--- src/design/mbe_pkg.sv ---
// ============================================================================
// mbe_pkg
// Shared types and constants of the Mandelbrot escape-time pixel engine.
// ============================================================================
`default_nettype none

package mbe_pkg;

   // Fixed-point format and field widths
   localparam int FRAC_BITS  = 28;
   localparam int COORD_BITS = 12;
   localparam int ITER_BITS  = 16;
   localparam int WORD_BITS  = 32;  // signed Q4.28 coordinate
   localparam int STEP_BITS  = 28;  // unsigned step
   localparam int SUM_BITS   = 64;

   // Datapath widths
   localparam int MAP_BITS = COORD_BITS + STEP_BITS;    // index * step
   localparam int MUL_W    = WORD_BITS + 1;             // multiplier operand
   localparam int PROD_W   = 2 * MUL_W;                 // exact product
   localparam int SHR_W    = PROD_W - FRAC_BITS;        // product after rescale
   localparam int Z_W      = WORD_BITS + 2;             // iterate zx, zy

   // Register port
   localparam int CSR_ADDR_BITS = 5;
   localparam int CSR_DATA_BITS = 32;
   localparam int REG_IDX_BITS  = CSR_ADDR_BITS - 2;

   // Fixed-point constants
   localparam logic signed [SHR_W-1:0] Q_ONE       = SHR_W'(1) <<< FRAC_BITS;
   localparam logic signed [SHR_W-1:0] Q_QUARTER   = Q_ONE >>> 2;
   localparam logic signed [SHR_W-1:0] Q_SIXTEENTH = Q_ONE >>> 4;
   localparam logic signed [SHR_W-1:0] Q_FOUR      = Q_ONE <<< 2;
   localparam logic signed [WORD_BITS-1:0] W_TWO   = WORD_BITS'(Q_ONE <<< 1);
   localparam logic signed [WORD_BITS-1:0] W_MAX   = {1'b0, {(WORD_BITS-1){1'b1}}};
   localparam logic signed [Z_W-1:0] Z_TWO         = Z_W'(Q_ONE <<< 1);

   // Register reset values
   localparam logic [ITER_BITS-1:0]        MAX_ITER_RESET = ITER_BITS'(512);
   localparam logic signed [WORD_BITS-1:0] X_ORIGIN_RESET = -32'sd536870912;
   localparam logic signed [WORD_BITS-1:0] Y_ORIGIN_RESET = -32'sd402653184;
   localparam logic [STEP_BITS-1:0]        X_STEP_RESET   = STEP_BITS'(806112);
   localparam logic [STEP_BITS-1:0]        Y_STEP_RESET   = STEP_BITS'(806112);

   // Register map, byte address = 4 * index
   typedef enum logic [REG_IDX_BITS-1:0] {
      REG_MAX_ITER,
      REG_X_ORIGIN,
      REG_Y_ORIGIN,
      REG_X_STEP,
      REG_Y_STEP
   } reg_index_type;

   typedef struct packed {
      logic [ITER_BITS-1:0]        max_iter;
      logic signed [WORD_BITS-1:0] x_origin;
      logic signed [WORD_BITS-1:0] y_origin;
      logic [STEP_BITS-1:0]        x_step;
      logic [STEP_BITS-1:0]        y_step;
   } cfg_type;

   // Channel words
   typedef struct packed {
      logic [COORD_BITS-1:0] col;
      logic [COORD_BITS-1:0] row;
   } req_word_type;

   typedef struct packed {
      logic [ITER_BITS-1:0] iterations;
      logic                 shortcut;
      logic [SUM_BITS-1:0]  running_sum;
   } rsp_word_type;

   // Controller states
   typedef enum logic [3:0] {
      ST_IDLE,
      ST_MAP_MUL,
      ST_MAP_ADD,
      ST_SC_PREP,
      ST_SC_SQ,
      ST_SC_SUM,
      ST_SC_QS,
      ST_SC_CARD,
      ST_ITER,
      ST_DONE
   } state_type;

   // Datapath commands
   typedef enum logic [3:0] {
      OP_NONE,
      OP_LOAD,
      OP_MAP_MUL,
      OP_MAP_ADD,
      OP_SC_PREP,
      OP_SC_SQ,
      OP_SC_SUM,
      OP_SC_QS,
      OP_SC_CARD,
      OP_ITER,
      OP_EMIT
   } dp_op_type;

   typedef struct packed {
      logic stop;      // iteration loop finished this cycle
      logic out_free;  // output register can take a word
   } dp_stat_type;

endpackage

`default_nettype wire

--- src/design/mbe_csr.sv ---
// ============================================================================
// mbe_csr
// APB-style configuration registers: iteration limit, origins and steps.
// ============================================================================
`default_nettype none

module mbe_csr (
   input  wire logic                              clock,
   input  wire logic                              reset,
   input  wire logic                              csr_psel,
   input  wire logic                              csr_penable,
   input  wire logic                              csr_pwrite,
   input  wire logic [mbe_pkg::CSR_ADDR_BITS-1:0] csr_paddr,
   input  wire logic [mbe_pkg::CSR_DATA_BITS-1:0] csr_pwdata,
   output logic      [mbe_pkg::CSR_DATA_BITS-1:0] csr_prdata,
   output mbe_pkg::cfg_type                       cfg
);
   import mbe_pkg::*;

   cfg_type       cfg_ff, cfg_in;
   reg_index_type idx;
   logic          wr;

   assign idx = reg_index_type'(csr_paddr[CSR_ADDR_BITS-1:2]);
   assign wr  = csr_psel && csr_penable && csr_pwrite;

   // Register writes
   always_comb begin
      cfg_in = cfg_ff;
      if (wr) begin
         unique case (idx)
            REG_MAX_ITER: cfg_in.max_iter = csr_pwdata[ITER_BITS-1:0];
            REG_X_ORIGIN: cfg_in.x_origin = $signed(csr_pwdata[WORD_BITS-1:0]);
            REG_Y_ORIGIN: cfg_in.y_origin = $signed(csr_pwdata[WORD_BITS-1:0]);
            REG_X_STEP:   cfg_in.x_step   = csr_pwdata[STEP_BITS-1:0];
            REG_Y_STEP:   cfg_in.y_step   = csr_pwdata[STEP_BITS-1:0];
            default:      ;  // unmapped address, write dropped
         endcase
      end
   end

   always_ff @(posedge clock) begin
      if (reset) begin
         cfg_ff.max_iter <= MAX_ITER_RESET;
         cfg_ff.x_origin <= X_ORIGIN_RESET;
         cfg_ff.y_origin <= Y_ORIGIN_RESET;
         cfg_ff.x_step   <= X_STEP_RESET;
         cfg_ff.y_step   <= Y_STEP_RESET;
      end else begin
         cfg_ff <= cfg_in;
      end
   end

   // Read mux
   always_comb begin
      unique case (idx)
         REG_MAX_ITER: csr_prdata = CSR_DATA_BITS'(cfg_ff.max_iter);
         REG_X_ORIGIN: csr_prdata = CSR_DATA_BITS'(unsigned'(cfg_ff.x_origin));
         REG_Y_ORIGIN: csr_prdata = CSR_DATA_BITS'(unsigned'(cfg_ff.y_origin));
         REG_X_STEP:   csr_prdata = CSR_DATA_BITS'(cfg_ff.x_step);
         REG_Y_STEP:   csr_prdata = CSR_DATA_BITS'(cfg_ff.y_step);
         default:      csr_prdata = '0;
      endcase
   end

   assign cfg = cfg_ff;

endmodule

`default_nettype wire

--- config.mk ---
export PLATFORM = sky130hd
export DESIGN_NAME = mbe_csr
export DESIGN_NICKNAME = d
export VERILOG_FILES = /design/src/design/mbe_pkg.sv /design/src/design/mbe_csr.sv
export SDC_FILE = /design/constraint.sdc
export NUM_CORES = 1
export LEC_CHECK = 0
export BUFFER_PORTS_ARGS = -buffer_cell sky130_fd_sc_hd__buf_2
export CORE_MARGIN = 2
export CORE_UTILIZATION = 51
export DETAILED_ROUTE_END_ITERATION = 6
export PLACE_DENSITY = 0.8
export SKIP_LAST_GASP = 1
export SLEW_MARGIN = 20
export SYNTH_ARGS = -nofsm -noshare
export SYNTH_HDL_FRONTEND = slang
export SYNTH_SLANG_ARGS = --single-unit
--- constraint.sdc ---
create_clock -name clock -period 1.4 [get_ports clock]
set_clock_uncertainty 0.1 [all_clocks]
set_input_delay 0 -clock clock [delete_from_list [all_inputs] [get_ports clock]]
set_output_delay 0 -clock clock [all_outputs]
set_load 0.01 [all_outputs]
Word-level counts from Yosys, hierarchy flattened
Index checks and enable logic that the tools add are counted.
- register bits after elaboration: 136
- input port bits: 42
- word-level logic and storage cells: 18
- equal/unequal tests: 4
- multiplexer cells: 1
- reduce and logical (&&, ||, !) cells: 8
- operator list (operator ; count):
    $pmux 32 s5 ; 1
    $reduce_and 2->1 ; 5
    $eq 3x2->1 const B ; 2
    $eq 3x1->1 const B ; 1
    $eq 3x3->1 const B ; 1
    $logic_not 3->1 ; 1
    $logic_and 1x1->1 ; 2

Depth between registers and ports, before layout
- depth in word-level cells: 3
- mapped depth: 7
- depth with buffers taken out: 3

Least setup slack after synthesis
Ideal clock, no wire load.
- kind: input to output
- start point: in csr_paddr[2] in the netlist's numbering
- end point: out csr_prdata[12] in the netlist's numbering
- arrival: 1.092 ns
- data required time: 1.300 ns
- path slack: 0.208 ns
- stages on the path: 5
- path buffers: 2
- path through: buf_2 -> clkbuf_1 -> mux2_2 -> a22oi_1 -> o22ai_1
- word-level cells in the longest chain between the ends: 2
- elaborated cells on any way between the ends: 6
- ends and longest elaborated chain (what ; line ; RTL):
    start, declared ; mbe_csr.sv:13 ; input wire logic [mbe_pkg::CSR_ADDR_BITS-1:0] csr_paddr,
    $eq 3x3->1, or another cell as far along ; mbe_csr.sv:56 ; unique case (idx)
    $pmux 32 s5 (*) ; mbe_csr.sv:56 ;
    end, declared ; mbe_csr.sv:15 ; output logic [mbe_pkg::CSR_DATA_BITS-1:0] csr_prdata,
Mark *: on every way between the ends. The rest lies on a longest branch, timed or not.

Final worst setup path
- start point: reg cfg_ff, in the netlist cfg[70]
- end point: out csr_prdata[14] in the netlist's numbering
- word-level cells in the longest chain between the ends: 1
- ends and longest elaborated chain (what ; line ; RTL):
    start, declared ; mbe_csr.sv:20 ; cfg_type cfg_ff, cfg_in;
    start signal, assigned ; mbe_csr.sv:50 ; cfg_ff <= cfg_in;
    $pmux 32 s5 ; mbe_csr.sv:56 ;
No other way between the ends.

==> Flow_metrics.wiki <==
{| class="wikitable"
! Metric !! Value
|-
| Main flop type after synthesis || sky130_fd_sc_hd__dfxtp_1
|-
| Worst-Skew Late Latency || 0.41 ns
|-
| Leading area contributor after synthesis || sky130_fd_sc_hd__dfxtp_1
|-
| Buffers on Ports || 207
|-
| Area fraction of the dominant cell type after synthesis || 0.4278
|-
| Remaining antenna violation count || 0
|-
| Met2 track demand over resource || 0.4764
|-
| Die boundary height || 115.7 um
|-
| Hold Path Depth || 4
|-
| Flip-flop and latch count after synthesis || 136
|-
| Power density over the cells || 1027 nW/um^2
|-
| Startpoint of the worst hold path || csr_paddr[2]
|-
| Clk slew on worst S/H paths || 0.06 ns
|-
| Required time worst endpoint || 1.30 ns
|-
| Flip-flop count of the largest register, all copies and words added || 136
|-
| Worst Path Class, Setup || reg -> out
|-
| Post-synthesis share of cell area spent on full adders, half adders and majority gates || 0
|-
| Register area share after synthesis || 0.4278
|-
| Slowest cell on the critical path || sky130_fd_sc_hd__dfxtp_2
|-
| Crit-path cells || mux2_2 > a22oi_2 > o22ai_1 > buf_2
|-
| Mux cell area share after synthesis || 0.2595
|-
| Main area contributors after synthesis || sky130_fd_sc_hd__dfxtp_1 (43%), sky130_fd_sc_hd__mux2i_1 (23%), sky130_fd_sc_hd__nand2b_1 (14%), sky130_fd_sc_hd__a22oi_1 (5.7%), sky130_fd_sc_hd__mux2_2 (2.8%)
|-
| Max-slew violation total from the final report || 0
|-
| Sw power || 2048 uW
|-
| Violations in the final reports || negative setup slack
|-
| Number of buffer and inverter stages on the critical path || 1
|-
| Avg WL per Cell || 18.35 um
|-
| Capture endpoint of the worst hold path || cfg[32]$_SDFFE_PP0P_
|-
| Net Count, Synth || 671
|-
| Share of the clock period used by the worst path after layout || 1.092
|-
| Top cell family by delay on the critical path || flip-flops
|-
| FF-to-FF End || cfg[129]$_SDFFE_PP1P_
|-
| Post-synth design cell area || 6365 um^2
|-
| Synth Area per Inst || 10.12 um^2
|-
| Area enclosed by the die boundary || 13390 um^2
|-
| Initial antenna violation count || 0
|-
| Internal cell power || 7005 uW
|-
| Antenna fix cells || 0
|-
| Largest buffer count on any clock path || 2
|-
| Remaining routing DRC violations || 0
|-
| Synth async-reset ratio || 0
|-
| Total grt overflow || 0
|-
| Leading cell type by number of instances after synthesis || sky130_fd_sc_hd__mux2i_1
|-
| Global-route layer with the greatest usage || met2
|-
| Worst R2R Start || cfg[129]$_SDFFE_PP1P_
|-
| Vias || 5834
|-
| Post-detail-place hpwl || 12800 um
|-
| Worst hold-check path type || in -> reg
|-
| Drt via density || 5.514
|-
| Worst slew margin || 0.6937
|-
| Number of max-cap violations || 0
|-
| Crit. End Element || output port
|-
| Post-synthesis share of cell area spent on xor and xnor gates || 0
|-
| Number of clock buffers inserted by TritonCTS || 17
|-
| Global router's overall resource usage || 0.2876
|-
| Maximum fanout encountered on the critical timing path || 2
|-
| Die X || 115.7 um
|-
| Combinational share of power || 0.088
|-
| Number of levels in the clock H-tree || 4
|-
| Via count of the first global-routing pass || 5815
|-
| Global routing usage on met3 || 0.06904
|-
| Sw Ratio || 0.2262
|-
| Initial Util || 0.5255
|-
| Core Region || 12110 um^2
|-
| Number of rows in the core area || 40
|-
| Number of placed instances with taps included || 981
|-
| Worst r2r path cells || 2
|-
| Hold violation total from the final report || 0
|-
| Drt initial violations || 394
|-
| Maximum number of pins on one net before global-route repair || 55
|-
| Fill cell instance count of the final layout || 870
|-
| Synthesis-to-layout area growth || 38.43%
|-
| Clk Tree Root Cell || sky130_fd_sc_hd__clkbuf_16
|-
| Max stage delay on crit path || 0.32 ns
|-
| Unrepaired setup endpoints after global routing || yes
|-
| Number of library cell types mapped by synthesis || 22
|-
| Fraction of final layout cells with drive strength greater than 1 || 0.3787
|-
| Simple-gate share of the synthesized area || 0.1781
|-
| Result of the run || finished with violations
|-
| Final setup slack of the worst path || -0.1286 ns
|-
| Wire length of the first global-routing pass || 29860 um
|-
| Number of sinks handled by clock tree synthesis || 136
|-
| Arrival time of data at the critical path endpoint || 1.43 ns
|-
| Clock network fraction of design power || 0.479
|-
| Worst-margin pin slew || 0.4595 ns
|-
| Achievable frequency || 654.2 MHz
|-
| Standby leakage power || 0.004442 uW
|-
| Cell Count, Final, Fillers Out || 1058
|-
| Setup violation total in the final timing report || 16
|-
| EDFF count, synth || 0
|-
| Worst hold slack across all endpoints || 0.1060 ns
|-
| Relative contribution of sequential cells to total power || 0.434
|-
| CTS tree || built
|-
| Setup slack, reg-to-reg || 0.47 ns
|-
| Worst ir drop on vdd || 743.4 uV
|-
| Number of iterations in the first detailed-routing pass || 5
|-
| Top post-synthesis cells by count || sky130_fd_sc_hd__mux2i_1 (147), sky130_fd_sc_hd__nand2b_1 (142), sky130_fd_sc_hd__dfxtp_1 (136), sky130_fd_sc_hd__a22oi_1 (48), sky130_fd_sc_hd__nor2_1 (40)
|-
| Synthesized-area fraction occupied by ao, oa, aoi and oai cells || 0.08669
|-
| Final GP Congestion || 0.8352
|-
| Top Ports || 210
|-
| Number of instances in the synthesized netlist || 629
|-
| Min Tclk post-route || 1.529 ns
|-
| CP startpoint kind || flip-flop
|-
| Combinational family with the most area after synthesis || multiplexers
|-
| Count of yosys warnings during synthesis || 0
|-
| Met1 GRT Util || 0.3526
|-
| DRT Wirelength || 19420 um
|-
| Number of nets in the final layout || 921
|}
==> cells in the final DEF (no fill, tap or decap), types with 3 or more instances in the layout <==
cell type,instances
sky130_fd_sc_hd__a22oi_1,40
sky130_fd_sc_hd__dfxtp_1,112
sky130_fd_sc_hd__dlygate4sd3_1,33
sky130_fd_sc_hd__mux2i_1,147
sky130_fd_sc_hd__mux2_2,14
sky130_fd_sc_hd__a22oi_2,8
sky130_fd_sc_hd__nor2_1,39
sky130_fd_sc_hd__o22ai_1,26
sky130_fd_sc_hd__clkbuf_8,3
sky130_fd_sc_hd__nand2b_1,142
sky130_fd_sc_hd__clkbuf_16,17
sky130_fd_sc_hd__buf_4,34
sky130_fd_sc_hd__nor2b_1,6
sky130_fd_sc_hd__clkinv_2,5
sky130_fd_sc_hd__buf_2,206
sky130_fd_sc_hd__buf_12,12
sky130_fd_sc_hd__dfxtp_2,24
==> power groups by stage <==
stage	clock network, uW	logic (uW)	registers, uW
floorplan	0	400	4020
global placement	0	662	4010
detailed placement	0	684	4010
CTS	4370	767	3920
global route	4540	845	3930
finish	4330	793	3930
==> worst reg2reg max path, delay by kind of cell, from the launching register on <==
family / cells / cell delay (ns)
AO/OA/AOI/OAI: 2 / 0.39
flip-flops: 1 / 0.32
==> metal layers <==
layer / part of all wire / up-vias
met5: 0 / -
met2: 0.50 / 268
met4: 0.033 / 0
met1: 0.41 / 2817
met3: 0.061 / 50
li1: - / 2699
==> layout make-up <==
| class | instances | area [um^2] | share of cell area |
|---|---|---|---|
| clock buffers | 21 | 470.5 | 0.05339 |
| flip-flops and latches | 136 | 2753 | 0.3124 |
| clock inverters | 9 | 100.1 | 0.01136 |
| repair buffers | 286 | 1872 | 0.2124 |
| multi-input cells | 438 | 3406 | 0.3865 |
| well taps | 168 | 210.2 | 0.02386 |
==> metrics by stage <==
step	setup TNS [ns]	utilization	total power [uW]	worst slack, ns	area, um^2
2_1_floorplan	0	-	4417	0.2075	6365
3_3_place_gp	0	0.6364	4668	0.08660	7707
3_5_place_dp	0	0.6364	4692	0.03193	7707
4_1_cts	-1.662	0.7212	9064	-0.1277	8735
5_1_grt	-2.494	0.7275	9308	-0.1822	8811
6_report	-1.630	0.7275	9053	-0.1286	8811
==> worst max path at each step <==
stage | from | endpoint | slack [ns] | depth (start not counted)
4_1_cts | cfg[31]$_SDFFE_PP0P_ | csr_prdata[3] | -0.13 | 4
6_report | cfg[70]$_SDFFE_PP0P_ | csr_prdata[14] | -0.13 | 4
5_1_grt | cfg[28]$_SDFFE_PP0P_ | csr_prdata[0] | -0.18 | 4
3_3_place_gp | csr_paddr[2] | csr_prdata[15] | 0.09 | 6
2_1_floorplan | csr_paddr[2] | csr_prdata[12] | 0.21 | 5
3_5_place_dp | csr_paddr[4] | cfg[91]$_SDFFE_PP0P_ | 0.03 | 5
==> cells by family after synthesis <==
kind of cell | after synthesis
mux | 163
flops | 136
compound gates | 78
simple gates | 197
buf+inv | 55
==> timing repair <==
action / 4_1_cts / 5_1_grt
hold buffers: 33 / 0
endpoints found under the setup margin: 16 / 23
cloned: 0 / 0
gates resized for setup: 20 / 18
buffers inserted: 11 / 3
hold endpoints to repair: 136 / 0
pin swaps: 19 / 8
No activity file was read; power rests on OpenSTA's default activity.
