$ cat src/design/mbe_pkg.sv
// ============================================================================
// mbe_pkg
// Shared types and constants of the Mandelbrot escape-time pixel engine.
// ============================================================================
`default_nettype none

package mbe_pkg;

   // Fixed-point format and field widths
   localparam int FRAC_BITS  = 28;
   localparam int COORD_BITS = 12;
   localparam int ITER_BITS  = 16;
   localparam int WORD_BITS  = 32;  // signed Q4.28 coordinate
   localparam int STEP_BITS  = 28;  // unsigned step
   localparam int SUM_BITS   = 64;

   // Datapath widths
   localparam int MAP_BITS = COORD_BITS + STEP_BITS;    // index * step
   localparam int MUL_W    = WORD_BITS + 1;             // multiplier operand
   localparam int PROD_W   = 2 * MUL_W;                 // exact product
   localparam int SHR_W    = PROD_W - FRAC_BITS;        // product after rescale
   localparam int Z_W      = WORD_BITS + 2;             // iterate zx, zy

   // Register port
   localparam int CSR_ADDR_BITS = 5;
   localparam int CSR_DATA_BITS = 32;
   localparam int REG_IDX_BITS  = CSR_ADDR_BITS - 2;

   // Fixed-point constants
   localparam logic signed [SHR_W-1:0] Q_ONE       = SHR_W'(1) <<< FRAC_BITS;
   localparam logic signed [SHR_W-1:0] Q_QUARTER   = Q_ONE >>> 2;
   localparam logic signed [SHR_W-1:0] Q_SIXTEENTH = Q_ONE >>> 4;
   localparam logic signed [SHR_W-1:0] Q_FOUR      = Q_ONE <<< 2;
   localparam logic signed [WORD_BITS-1:0] W_TWO   = WORD_BITS'(Q_ONE <<< 1);
   localparam logic signed [WORD_BITS-1:0] W_MAX   = {1'b0, {(WORD_BITS-1){1'b1}}};
   localparam logic signed [Z_W-1:0] Z_TWO         = Z_W'(Q_ONE <<< 1);

   // Register reset values
   localparam logic [ITER_BITS-1:0]        MAX_ITER_RESET = ITER_BITS'(512);
   localparam logic signed [WORD_BITS-1:0] X_ORIGIN_RESET = -32'sd536870912;
   localparam logic signed [WORD_BITS-1:0] Y_ORIGIN_RESET = -32'sd402653184;
   localparam logic [STEP_BITS-1:0]        X_STEP_RESET   = STEP_BITS'(806112);
   localparam logic [STEP_BITS-1:0]        Y_STEP_RESET   = STEP_BITS'(806112);

   // Register map, byte address = 4 * index
   typedef enum logic [REG_IDX_BITS-1:0] {
      REG_MAX_ITER,
      REG_X_ORIGIN,
      REG_Y_ORIGIN,
      REG_X_STEP,
      REG_Y_STEP
   } reg_index_type;

   typedef struct packed {
      logic [ITER_BITS-1:0]        max_iter;
      logic signed [WORD_BITS-1:0] x_origin;
      logic signed [WORD_BITS-1:0] y_origin;
      logic [STEP_BITS-1:0]        x_step;
      logic [STEP_BITS-1:0]        y_step;
   } cfg_type;

   // Channel words
   typedef struct packed {
      logic [COORD_BITS-1:0] col;
      logic [COORD_BITS-1:0] row;
   } req_word_type;

   typedef struct packed {
      logic [ITER_BITS-1:0] iterations;
      logic                 shortcut;
      logic [SUM_BITS-1:0]  running_sum;
   } rsp_word_type;

   // Controller states
   typedef enum logic [3:0] {
      ST_IDLE,
      ST_MAP_MUL,
      ST_MAP_ADD,
      ST_SC_PREP,
      ST_SC_SQ,
      ST_SC_SUM,
      ST_SC_QS,
      ST_SC_CARD,
      ST_ITER,
      ST_DONE
   } state_type;

   // Datapath commands
   typedef enum logic [3:0] {
      OP_NONE,
      OP_LOAD,
      OP_MAP_MUL,
      OP_MAP_ADD,
      OP_SC_PREP,
      OP_SC_SQ,
      OP_SC_SUM,
      OP_SC_QS,
      OP_SC_CARD,
      OP_ITER,
      OP_EMIT
   } dp_op_type;

   typedef struct packed {
      logic stop;      // iteration loop finished this cycle
      logic out_free;  // output register can take a word
   } dp_stat_type;

endpackage

`default_nettype wire

$ cat src/design/mbe_ctrl.sv
// ============================================================================
// mbe_ctrl
// Sequencer: mapping, bulb/cardioid tests, iteration loop, result hand-off.
// ============================================================================
`default_nettype none

module mbe_ctrl (
   input  wire logic         clock,
   input  wire logic         reset,
   input  wire logic         req_valid,
   output logic              req_ready,
   input  wire mbe_pkg::dp_stat_type stat,
   output mbe_pkg::dp_op_type   cmd
);
   import mbe_pkg::*;

   state_type state_ff, state_in;

   always_ff @(posedge clock) begin
      if (reset) begin
         state_ff <= ST_IDLE;
      end else begin
         state_ff <= state_in;
      end
   end

   // Next state and datapath command
   always_comb begin
      state_in  = state_ff;
      cmd       = OP_NONE;
      req_ready = 1'b0;
      unique case (state_ff)
         ST_IDLE: begin
            req_ready = 1'b1;
            if (req_valid) begin
               cmd      = OP_LOAD;
               state_in = ST_MAP_MUL;
            end
         end
         ST_MAP_MUL: begin
            cmd      = OP_MAP_MUL;
            state_in = ST_MAP_ADD;
         end
         ST_MAP_ADD: begin
            cmd      = OP_MAP_ADD;
            state_in = ST_SC_PREP;
         end
         ST_SC_PREP: begin
            cmd      = OP_SC_PREP;
            state_in = ST_SC_SQ;
         end
         ST_SC_SQ: begin
            cmd      = OP_SC_SQ;
            state_in = ST_SC_SUM;
         end
         ST_SC_SUM: begin
            cmd      = OP_SC_SUM;
            state_in = ST_SC_QS;
         end
         ST_SC_QS: begin
            cmd      = OP_SC_QS;
            state_in = ST_SC_CARD;
         end
         ST_SC_CARD: begin
            cmd      = OP_SC_CARD;
            state_in = ST_ITER;
         end
         ST_ITER: begin
            cmd = OP_ITER;
            if (stat.stop) begin
               state_in = ST_DONE;
            end
         end
         ST_DONE: begin
            // wait here while the previous word is still unread
            if (stat.out_free) begin
               cmd      = OP_EMIT;
               state_in = ST_IDLE;
            end
         end
         default: begin
            state_in = ST_IDLE;
         end
      endcase
   end

endmodule

`default_nettype wire

$ cat config.mk
export PLATFORM = sky130hd
export DESIGN_NAME = mbe_ctrl
export DESIGN_NICKNAME = d
export VERILOG_FILES = /design/src/design/mbe_pkg.sv /design/src/design/mbe_ctrl.sv
export SDC_FILE = /design/constraint.sdc
export NUM_CORES = 1
export LEC_CHECK = 0
export BUFFER_PORTS_ARGS = -buffer_cell sky130_fd_sc_hd__buf_2
export CORE_AREA = 2 2 39 41
export CTS_BUF_LIST = sky130_fd_sc_hd__clkbuf_16
export CTS_CLUSTER_SIZE = 30
export DETAILED_ROUTE_END_ITERATION = 12
export DIE_AREA = 0 0 41 43
export GPL_ROUTABILITY_DRIVEN = 1
export GPL_TIMING_DRIVEN = 0
export PLACE_DENSITY_LB_ADDON = 0.05
export SLEW_MARGIN = 20
export SYNTH_ARGS = -nofsm -noshare
export SYNTH_HDL_FRONTEND = slang
export SYNTH_SLANG_ARGS = --single-unit
$ cat constraint.sdc
create_clock -name clock -period 1.9 [get_ports clock]
set_clock_uncertainty 0.15 [all_clocks]
set_input_delay 0.38 -clock clock [delete_from_list [all_inputs] [get_ports clock]]
set_output_delay 0.38 -clock clock [all_outputs]
set_load 0.03 [all_outputs]
Word level (Yosys, flattened, before mapping)
Index checks and enable logic that the tools add are counted.
{"block": "totals", "wordCells": 23, "out_inout_bits": 5, "input_bits": 5, "register_bits": 4}
{"block": "classes", "eq_ne": 12, "n_mux": 8, "reduce_logical": 2}
{"cell": "$pmux 4 s10", "n": 2}
{"cell": "$eq 4x3->1 const B", "n": 4}
{"cell": "$mux 4", "n": 4}
{"cell": "$eq 4x2->1 const B", "n": 2}
{"cell": "$eq 4x4->1 const B", "n": 2}
{"cell": "$ne 2x2->1 const B", "n": 3}
{"cell": "$eq 4x1->1 const B", "n": 1}
{"cell": "$logic_not 4->1", "n": 1}
{"cell": "$reduce_and 3->1", "n": 1}
{"cell": "$mux 1", "n": 2}

Logic depth before layout (Yosys ltp)
Gate-level depths: netlist of run 1.
{"block": "depth", "depth_word": 3, "ltp_mapped": 4, "depth_no_buf": 3}

Worst setup path before layout of run 1
OpenSTA, ideal clock, no wires.
{"block": "synth_timing", "path_type": "register to output", "startpoint": "reg state_ff[2]", "endpoint": "out cmd[0]", "setup_slack_ps": -14, "n_path_buf": 0, "path_stages_with_launch": 3, "required_ps": 1370, "t_arrival_ps": 1384, "cell_sequence": "dfxtp_1 -> or2_1 -> a211oi_1"}
{"block": "synth_via", "elab_chain_len": 2, "word_cells_on_any_way": 11, "cone_classes": "9 x eq/ne; 1 x mux; 1 x reduce/logical"}
{"item": "start, declared", "line": "mbe_ctrl.sv:17", "text": "state_type state_ff, state_in;"}
{"item": "start signal, assigned", "line": "mbe_ctrl.sv:23", "text": "state_ff <= state_in;"}
{"item": "$eq 4x4->1, or another cell as far along", "line": "mbe_ctrl.sv:32", "text": "unique case (state_ff)"}
{"item": "$pmux 4 s10 *", "line": "mbe_ctrl.sv:32"}
{"item": "end, declared", "line": "mbe_ctrl.sv:13", "text": "output mbe_pkg::dp_op_type cmd"}
Mark *: on every way between the ends. The rest lies on a longest branch, timed or not.

Worst setup path after layout of run 1
{"block": "layout_timing", "startpoint": "reg state_ff[1]", "endpoint": "out cmd[0]"}
Same word-level chain as after synthesis.

==> run_results.csv, run 1 <==
group,metric,value,unit
routing,route.detailed.drc,0,
synthesis,synth_area,245,um^2
floorplan,pin_count,10,
routing,firstDrtPassIters,4,
clocking,cts_setup_buffers,0,
final_layout,synthToLayoutAreaGrowth,60.2,%
routing,drtAntennaViolNets,0,
setup_path,path_class,"reg -> out",
sta,maxSlewHeadroom,82.6,%
synthesis,ys_seq_area_share,32.7,%
setup_path,crit_arrival,1.30,ns
clocking,htree_num_levels,1,
final_layout,fin_util,28.4,%
power,p_per_area,1520,nW/um^2
synthesis,ys_ff_latch,4,
synthesis,synthAdderAreaFrac,0,%
sta,maxSlewViolCount,0,
clocking,clock_path_buffers,2,
job,maxCapViolCount,0,
synthesis,syn_avg_cell_area,7.66,um^2
final_layout,largest_reg_flops,4,
power,pwr-share-comb,28.0,%
synthesis,synth.largest_area_cell,"dfxtp_1",
setup_path,critPathRequiredTime,1.37,ns
final_layout,antenna_cells,0,
synthesis,synth.distinct_cells,20,
global_routing,grt_pass1_vias,256,
routing,totalWireLength,663,um
routing,drtIter0Drc,9,
final_layout,regMostFlops,"state_ff",
synthesis,synth-edff-count,0,
outcome,status,"complete, no violations",
synthesis,synth_cells,32,
final_layout,nets,51,
global_routing,antenna_found_initial,0,
clocking,cts_buffers,3,
synthesis,syn-num-nets,37,
floorplan,die_area,1760,um^2
hold_path,hp-class,"in -> reg",
synthesis,synth-async-reset-ratio,0,%
sta,worstMarginPinSlew,0.260,ns
power,finalPower,0.596,mW
sta,layout_min_cycle_time,1.83,ns
sta,worst_slack,0.0677,ns
placement,portBuffers,9,
global_routing,grt_max_degree,11,
floorplan,core,1380,um^2
synthesis,netlist.area_leader.share,32.7,%
global_routing,track_usage,9.04,%
final_layout,top_regs,"state_ff (4)",
power,p_clk_share,53.8,%
power,ir_worst_vdd,0.000692,V
global_routing,overflow,0,
power,leakagePower,0.172,nW
clocking,clockRootBuffer,"clkbuf_16",
power,intPower,0.422,mW
synthesis,yosys_warnings,0,
power,netSwitchingPower,0.174,mW
sta,hold_viol,0,
synthesis,synth_top_family_by_area,"simple AND/OR/NAND/NOR gates",
synthesis,synth_xor_area_share,7.14,%
clocking,cts_sinks,4,
sta,setup_viol,0,
routing,vias_per_cell,4.57,
setup_path,end_kind,"output port",
power,seqPwrFrac,18.2,%
sta,rsz0062_at_grt,"yes",
sta,fmax,0.546,GHz
floorplan,initial_core_util,17.7,%
power,swShare,29.2,%
clocking,cts_tree,"built",
placement,gp_congestion,0.660,
routing,wl_per_cell,11.1,um
setup_path,cp_max_fo,6,
floorplan,dieHeight,43,um
synthesis,muxShareOfSynthArea,0,%
sta,timing.setup.tns,0,ns
global_routing,grt_pass1_wl,1.04,mm
sta,period_share,96.4,%
final_layout,drive_above_1_share,36.4,%
synthesis,synthTopCellsByArea,"dfxtp_1 (33%), nor3_1 (6.1%), nor4_2 (5.1%)",
sta,whs,0.214,ns
floorplan,dieWidth,41,um
clocking,path_clk_slew,0.03,ns
placement,hpwl,506,um
routing,num_vias,274,
setup_path,startpoint_type,"register",
synthesis,synth_ff_type,"dfxtp_1",
placement,pre_cts_ws,0.293,ns
clocking,clock_latency,0.22,ns
synthesis,synth-simple-area-share,33.2,%
floorplan,rows,14,
synthesis,synth_compound_area_share,17.3,%
## layout by cell type (no fill, tap or decap), drive strengths merged
master,instances
inv,2
nand2,3
a31oi,1
a211oi,1
dfxtp,4
nand3,2
buf,10
clkbuf,4
nor2b,1
o22ai,1
a21o,1
a21oi,2
nand4b,1
xor2,1
nor4,1
o21ai,1
xnor2,1
nor3,3
nor2,3
or2,1
## what timing repair did
item	4_1_cts	5_1_grt
resized for setup	0	1
hold buffers	0	0
setup endpoints to repair	0	2
## area by class of cell
cell class	instances	area, um^2
Multi-Input combinational cell	24	146
Inverter	2	7.51
Tap cell	16	20.0
Sequential cell	4	80.1
Fill cell	159	991
Clock buffer	3	75.1
Timing Repair Buffer	9	45.0
Buffer	2	18.8
## power groups by stage
stage	sequential (mW)	clock, mW	combinational (mW)
2_1_floorplan	0.106	0	0.128
3_3_place_gp	0.110	0	0.167
3_5_place_dp	0.109	0	0.168
4_1_cts	0.108	0.326	0.169
5_1_grt	0.110	0.332	0.180
6_report	0.108	0.321	0.167
## critical path: stages, from the launching register on
cell,delay [ns]
dfxtp_1,0.43
or2_1,0.19
nor3_1,0.07
a211oi_2,0.18
buf_2,0.22
## final timing paths
check	from	end	slack, ns	cells after the start
worst max register to register	state_ff[0]	state_ff[0]	0.72	4
worst min-delay path	reset	state_ff[2]	0.21	2
worst max-delay path	state_ff[1]	cmd[0]	0.07	4
worst min register to register	state_ff[2]	state_ff[3]	0.45	2
## synth_stat cells, types with 2 or more instances
| cell | count |
|---|---|
| a21oi_1 | 2 |
| nor2_1 | 3 |
| nand2_1 | 3 |
| nand3_1 | 2 |
| inv_1 | 2 |
| dfxtp_1 | 4 |
| nor3_1 | 3 |
## stage by stage
| stage | cells | instance area (um^2) |
|---|---|---|
| floorplan | 32 | 250 |
| global placement | 57 | 315 |
| detailed placement | 57 | 315 |
| CTS | 60 | 390 |
| global route | 60 | 393 |
| finish | 60 | 393 |
## cells by family after synthesis
kind of cell | count (synthesis)
compound gates | 7
buf+inv | 4
xor+xnor | 2
flops | 4
simple gates | 15
## metal layers
layer	vias to the layer above	track usage [%]	share of wire [%]
li1	136	-	-
met1	128	10.9	44
met2	10	12.8	51
met3	0	4.71	4.8
met4	0	4.00	0
met5	-	0	0
(Power assumes the default switching activity.)
==> inputs of run 2 (changes only) <==
--- a/config.mk
+++ b/config.mk
@@ -7,13 +7,12 @@
 export LEC_CHECK = 0
 export BUFFER_PORTS_ARGS = -buffer_cell sky130_fd_sc_hd__buf_2
 export CORE_AREA = 2 2 39 41
-export CTS_BUF_LIST = sky130_fd_sc_hd__clkbuf_16
+export CTS_BUF_LIST = sky130_fd_sc_hd__clkbuf_4 sky130_fd_sc_hd__clkbuf_8
 export CTS_CLUSTER_SIZE = 30
 export DETAILED_ROUTE_END_ITERATION = 12
 export DIE_AREA = 0 0 41 43
 export GPL_ROUTABILITY_DRIVEN = 1
 export GPL_TIMING_DRIVEN = 0
-export PLACE_DENSITY_LB_ADDON = 0.05
 export SLEW_MARGIN = 20
 export SYNTH_ARGS = -nofsm -noshare
 export SYNTH_HDL_FRONTEND = slang
==> run 2 against run 1 <==
Core utilization fell by 3.8 points. Fmax rose by 0.99%. Via count fell by 7.3%. Clock power fell by 69%. Total power fell by 37%. Design area fell by 13%. Setup slack improved by 0.018 ns. Routed wire length fell by 20%. Flip-flop and latch count did not move. Critical endpoint unchanged. Global-route usage fell by 1.3 points. Register-to-register slack barely moved.
==> run_results.csv, run 2 (same netlist as run 1, synthesis figures left out) <==
group,metric,value,unit
outcome,status,"complete, no violations",
floorplan,dieWidth,41,um
setup_path,crit_chain,"buf_2, nor3_1, a211oi_2, buf_2",
floorplan,core,1380,um^2
clocking,cts_buffers,3,
final_layout,fin_util,24.6,%
floorplan,pin_count,10,
placement,portBuffers,9,
placement,hpwl,432,um
routing,firstDrtPassIters,1,
setup_path,crit_top_cell,"buf_2",
job,maxCapViolCount,0,
routing,drtIter0Drc,0,
floorplan,dieHeight,43,um
setup_path,reg2reg_slack,0.72,ns
clocking,cts_hold_buf,0,
setup_path,end_kind,"output port",
global_routing,overflow,0,
power,ir_worst_vdd,0.000274,V
routing,num_vias,254,
final_layout,regMostFlops,"state_ff",
setup_path,startpoint_type,"register",
final_layout,largest_reg_flops,4,
floorplan,initial_core_util,17.7,%
final_layout,layout_common_cells,"buf_2 (10), nor3_1 (3), nor2_1 (3), nand2_1 (3), clkbuf_4 (3)",
sta,hold_viol,0,
clocking,cts_setup_buffers,0,
sta,fmax,0.551,GHz
final_layout,top_regs,"state_ff (4)",
clocking,htree_num_levels,1,
final_layout,antenna_cells,0,
clocking,clock_path_buffers,2,
routing,vias_per_cell,4.23,
placement,place_area,315,um^2
sta,layout_min_cycle_time,1.81,ns
power,p_per_area,1100,nW/um^2
global_routing,track_usage,7.73,%
clocking,clockRootBuffer,"clkbuf_4",
clocking,path_clk_slew,0.03,ns
routing,drtAntennaViolNets,0,
setup_path,cp_max_fo,10,
sta,timing.setup.tns,0,ns
routing,wl_per_cell,8.80,um
setup_path,worst-path-buf-inv,2,
final_layout,drive_above_1_share,40.9,%
global_routing,grt_pass1_wl,910,um
sta,rsz0062_at_grt,"no",
setup_path,critPathSlowestCell,"dfxtp_1",
global_routing,grt_pass1_vias,268,
power,leakagePower,0.150,nW
setup_path,crit_arrival,1.28,ns
sta,setup_viol,0,
global_routing,antenna_found_initial,0,
sta,maxSlewViolCount,0,
global_routing,grt_max_degree,11,
hold_path,hp-class,"in -> reg",
clocking,cts_tree,"built",
sta,maxSlewHeadroom,82.4,%
final_layout,synthToLayoutAreaGrowth,38.8,%
final_layout,stdcell_area,340,um^2
final_layout,final_common_cell,"buf_2",
routing,totalWireLength,528,um
floorplan,rows,14,
final_layout,nets,51,
sta,worstMarginPinSlew,0.262,ns
placement,gp_congestion,0.678,
setup_path,path_class,"reg -> out",
setup_path,critPathTopFamily,"buffers and inverters",
floorplan,die_area,1760,um^2
setup_path,critPathRequiredTime,1.37,ns
clocking,clock_latency,0.23,ns
setup_path,max_stage_delay,0.34,ns
routing,route.detailed.drc,0,
sta,period_share,95.5,%
clocking,cts_sinks,4,
-- run 2: worst paths after layout --
path          startpoint           to  depth (start not counted)
max reg2reg  state_ff[0]  state_ff[0]                          4
min                reset  state_ff[2]                          2
max          state_ff[3]       cmd[0]                          4
min reg2reg  state_ff[2]  state_ff[3]                          2
-- run 2: power breakdown --
part / internal (mW) / switching, mW
Sequential: 0.0967 / 0.0119
Combinational: 0.0585 / 0.107
Clock: 0.0702 / 0.0290
Total: 0.225 / 0.148
-- run 2: cell type report --
type                       count  area [um^2]
buffer                         2         16.3
multi-input combinational     24          146
sequential                     4         82.6
fill                         169         1040
clock buffer                   3         22.5
timing repair buffer           9         45.0
tap                           16         20.0
inverter                       2         7.51
-- run 2: timing repair --
item,CTS,global route
endpoints found under the hold margin,0,0
gates resized for setup,0,2
endpoints found under the setup margin,0,2
-- run 2: per-stage QoR --
stage,power [mW],hold slack [ns],cells,setup WS [ns]
5_1_grt,0.401,0.195,60,0.0124
3_3_place_gp,0.274,0.433,57,0.313
4_1_cts,0.383,0.191,60,0.0479
3_5_place_dp,0.275,0.438,57,0.309
2_1_floorplan,0.234,0.307,32,0.0960
6_report,0.373,0.191,60,0.0856
-- run 2: metal layers --
layer,vias to the layer above,track usage (%),wire [um]
met4,0,8.00,0
met2,4,11.6,266
met1,112,8.04,235
met3,0,1.57,26
li1,138,-,-
met5,-,0,0
==> inputs of run 3 (changes only) <==
--- a/config.mk
+++ b/config.mk
@@ -13,6 +13,7 @@
 export DIE_AREA = 0 0 41 43
 export GPL_ROUTABILITY_DRIVEN = 1
 export GPL_TIMING_DRIVEN = 0
+export PLACE_DENSITY_LB_ADDON = 0.3
 export SLEW_MARGIN = 20
 export SYNTH_ARGS = -nofsm -noshare
 export SYNTH_HDL_FRONTEND = slang
==> run 3 against run 2 <==
Total power is 1.4% higher. Design area increased by 1.5%. Die area did not move. Clock power barely moved. Routed wire length grew 1.5%. Cell count stayed put. Fmax up 0.36%. Flip-flop and latch count is the same. Sequential share of layout area fell by 0.35 points. First-iteration DRC count increased by 6. Largest power group unchanged. Highest routed layer unchanged.
==> run_results.csv, run 3 (same netlist as run 1, synthesis figures left out) <==
group,metric,value,unit
outcome,status,"complete, no violations",
placement,portBuffers,9,
floorplan,core,1380,um^2
power,pwr-share-comb,44.1,%
sta,maxSlewViolCount,0,
clocking,clock_latency,0.23,ns
power,intPower,0.226,mW
floorplan,dieWidth,41,um
floorplan,pin_count,10,
clocking,cts_setup_buffers,0,
global_routing,track_usage,8.44,%
sta,hold_viol,0,
power,seqPwrFrac,29.1,%
sta,rsz0062_at_grt,"no",
setup_path,end_kind,"output port",
routing,drtIter0Drc,6,
global_routing,grt_pass1_vias,251,
setup_path,timing.rr.start,"state_ff[0]",
clocking,clockRootBuffer,"clkbuf_4",
final_layout,antenna_cells,0,
hold_path,hold_depth,2,
routing,wl_per_cell,8.93,um
clocking,path_clk_slew,0.03,ns
floorplan,dieHeight,43,um
power,finalPower,0.378,mW
routing,firstDrtPassIters,4,
power,p_clk_share,26.8,%
setup_path,critPathTopFamily,"flip-flops",
routing,totalWireLength,536,um
setup_path,worst-path-buf-inv,1,
setup_path,cp_max_fo,5,
final_layout,layout_common_cells,"buf_2 (9), clkbuf_4 (4), nor3_1 (3), nand2_1 (3)",
placement,dp_cells,57,
clocking,clock_path_buffers,2,
routing,wl_met3,30,um
final_layout,nets,51,
power,leakagePower,0.150,nW
final_layout,synthToLayoutAreaGrowth,40.8,%
routing,met2WireLength,246,um
global_routing,overflow,0,
clocking,cts_buffers,3,
clocking,cts_resized,0,
job,maxCapViolCount,0,
sta,period_share,95.2,%
floorplan,initial_core_util,17.7,%
sta,whs,0.203,ns
final_layout,fillers,161,
final_layout,fin_util,25.0,%
sta,maxSlewHeadroom,81.7,%
setup_path,critPathSlowestCell,"dfxtp_2",
routing,route.detailed.drc,0,
hold_path,hp-class,"in -> reg",
final_layout,top_regs,"state_ff (4)",
setup_path,crit_cells,3,
routing,highest_layer,"met3",
floorplan,rows,14,
setup_path,reg2reg_depth,4,
hold_path,min_from,"reset",
routing,vias_per_cell,4.28,
routing,num_vias,257,
global_routing,grt_max_degree,11,
setup_path,crit_arrival,1.28,ns
routing,drtAntennaViolNets,0,
sta,layout_min_cycle_time,1.81,ns
setup_path,critPathRequiredTime,1.37,ns
floorplan,die_area,1760,um^2
final_layout,instances_no_fill,60,
sta,setup_viol,0,
global_routing,antenna_found_initial,0,
setup_path,path_class,"reg -> out",
power,swShare,40.2,%
final_layout,final_common_cell,"buf_2",
final_layout,largest_reg_flops,4,
placement,gp_congestion,0.636,
clocking,htree_num_levels,1,
final_layout,drive_above_1_share,43.2,%
clocking,cts_sinks,4,
hold_path,min_to,"state_ff[1]",
routing,wirelength_met1,260,um
placement,hpwl,420,um
setup_path,crit_chain,"or2_1, a211oi_2, buf_2",
clocking,cts_hold_buf,0,
sta,timing.setup.tns,0,ns
final_layout,regMostFlops,"state_ff",
sta,fmax,0.553,GHz
global_routing,grt_pass1_wl,979,um
sta,worstMarginPinSlew,0.272,ns
setup_path,startpoint_type,"register",
power,netSwitchingPower,0.152,mW
power,ir_worst_vdd,0.000311,V
setup_path,rr_endpoint,"state_ff[3]",
clocking,cts_tree,"built",
setup_path,max_stage_delay,0.34,ns
power,p_per_area,1100,nW/um^2
setup_path,reg2reg_slack,0.71,ns
-- run 3: final cells by class --
type | instances | area [um^2] | share of cell area [%]
timing repair buffer | 9 | 45.0 | 13.0
tap | 16 | 20.0 | 5.80
inverter | 2 | 7.51 | 2.17
multi-input combinational | 24 | 149 | 43.1
buffer | 2 | 18.8 | 5.43
clock buffer | 3 | 22.5 | 6.52
sequential | 4 | 82.6 | 23.9
-- run 3: power groups by stage --
| stage | registers (mW) | clock network, mW | logic, mW |
|---|---|---|---|
| 6_report | 0.110 | 0.101 | 0.167 |
| 5_1_grt | 0.113 | 0.108 | 0.184 |
| 4_1_cts | 0.107 | 0.108 | 0.167 |
| 3_5_place_dp | 0.109 | 0 | 0.166 |
| 3_3_place_gp | 0.109 | 0 | 0.167 |
| 2_1_floorplan | 0.106 | 0 | 0.128 |
-- run 3: per-stage QoR --
step	area, um^2	worst slack, ns
CTS	338	0.0487
floorplan	250	0.0960
global route	345	0.0203
global placement	315	0.302
finish	345	0.0921
detailed placement	315	0.299
-- run 3: how the worst max path moves through the flow --
stage	from	end
2_1_floorplan	state_ff[2]	cmd[3]
3_3_place_gp	state_ff[1]	cmd[0]
3_5_place_dp	state_ff[1]	cmd[0]
4_1_cts	state_ff[1]	cmd[0]
5_1_grt	state_ff[3]	cmd[3]
6_report	state_ff[2]	cmd[0]
-- run 3: per-layer routing --
| metal | vias up | GRT usage (%) |
|---|---|---|
| met5 | - | 0 |
| met4 | 0 | 8.00 |
| met3 | 0 | 1.57 |
| met2 | 5 | 9.69 |
| met1 | 114 | 12.3 |
| li1 | 138 | - |
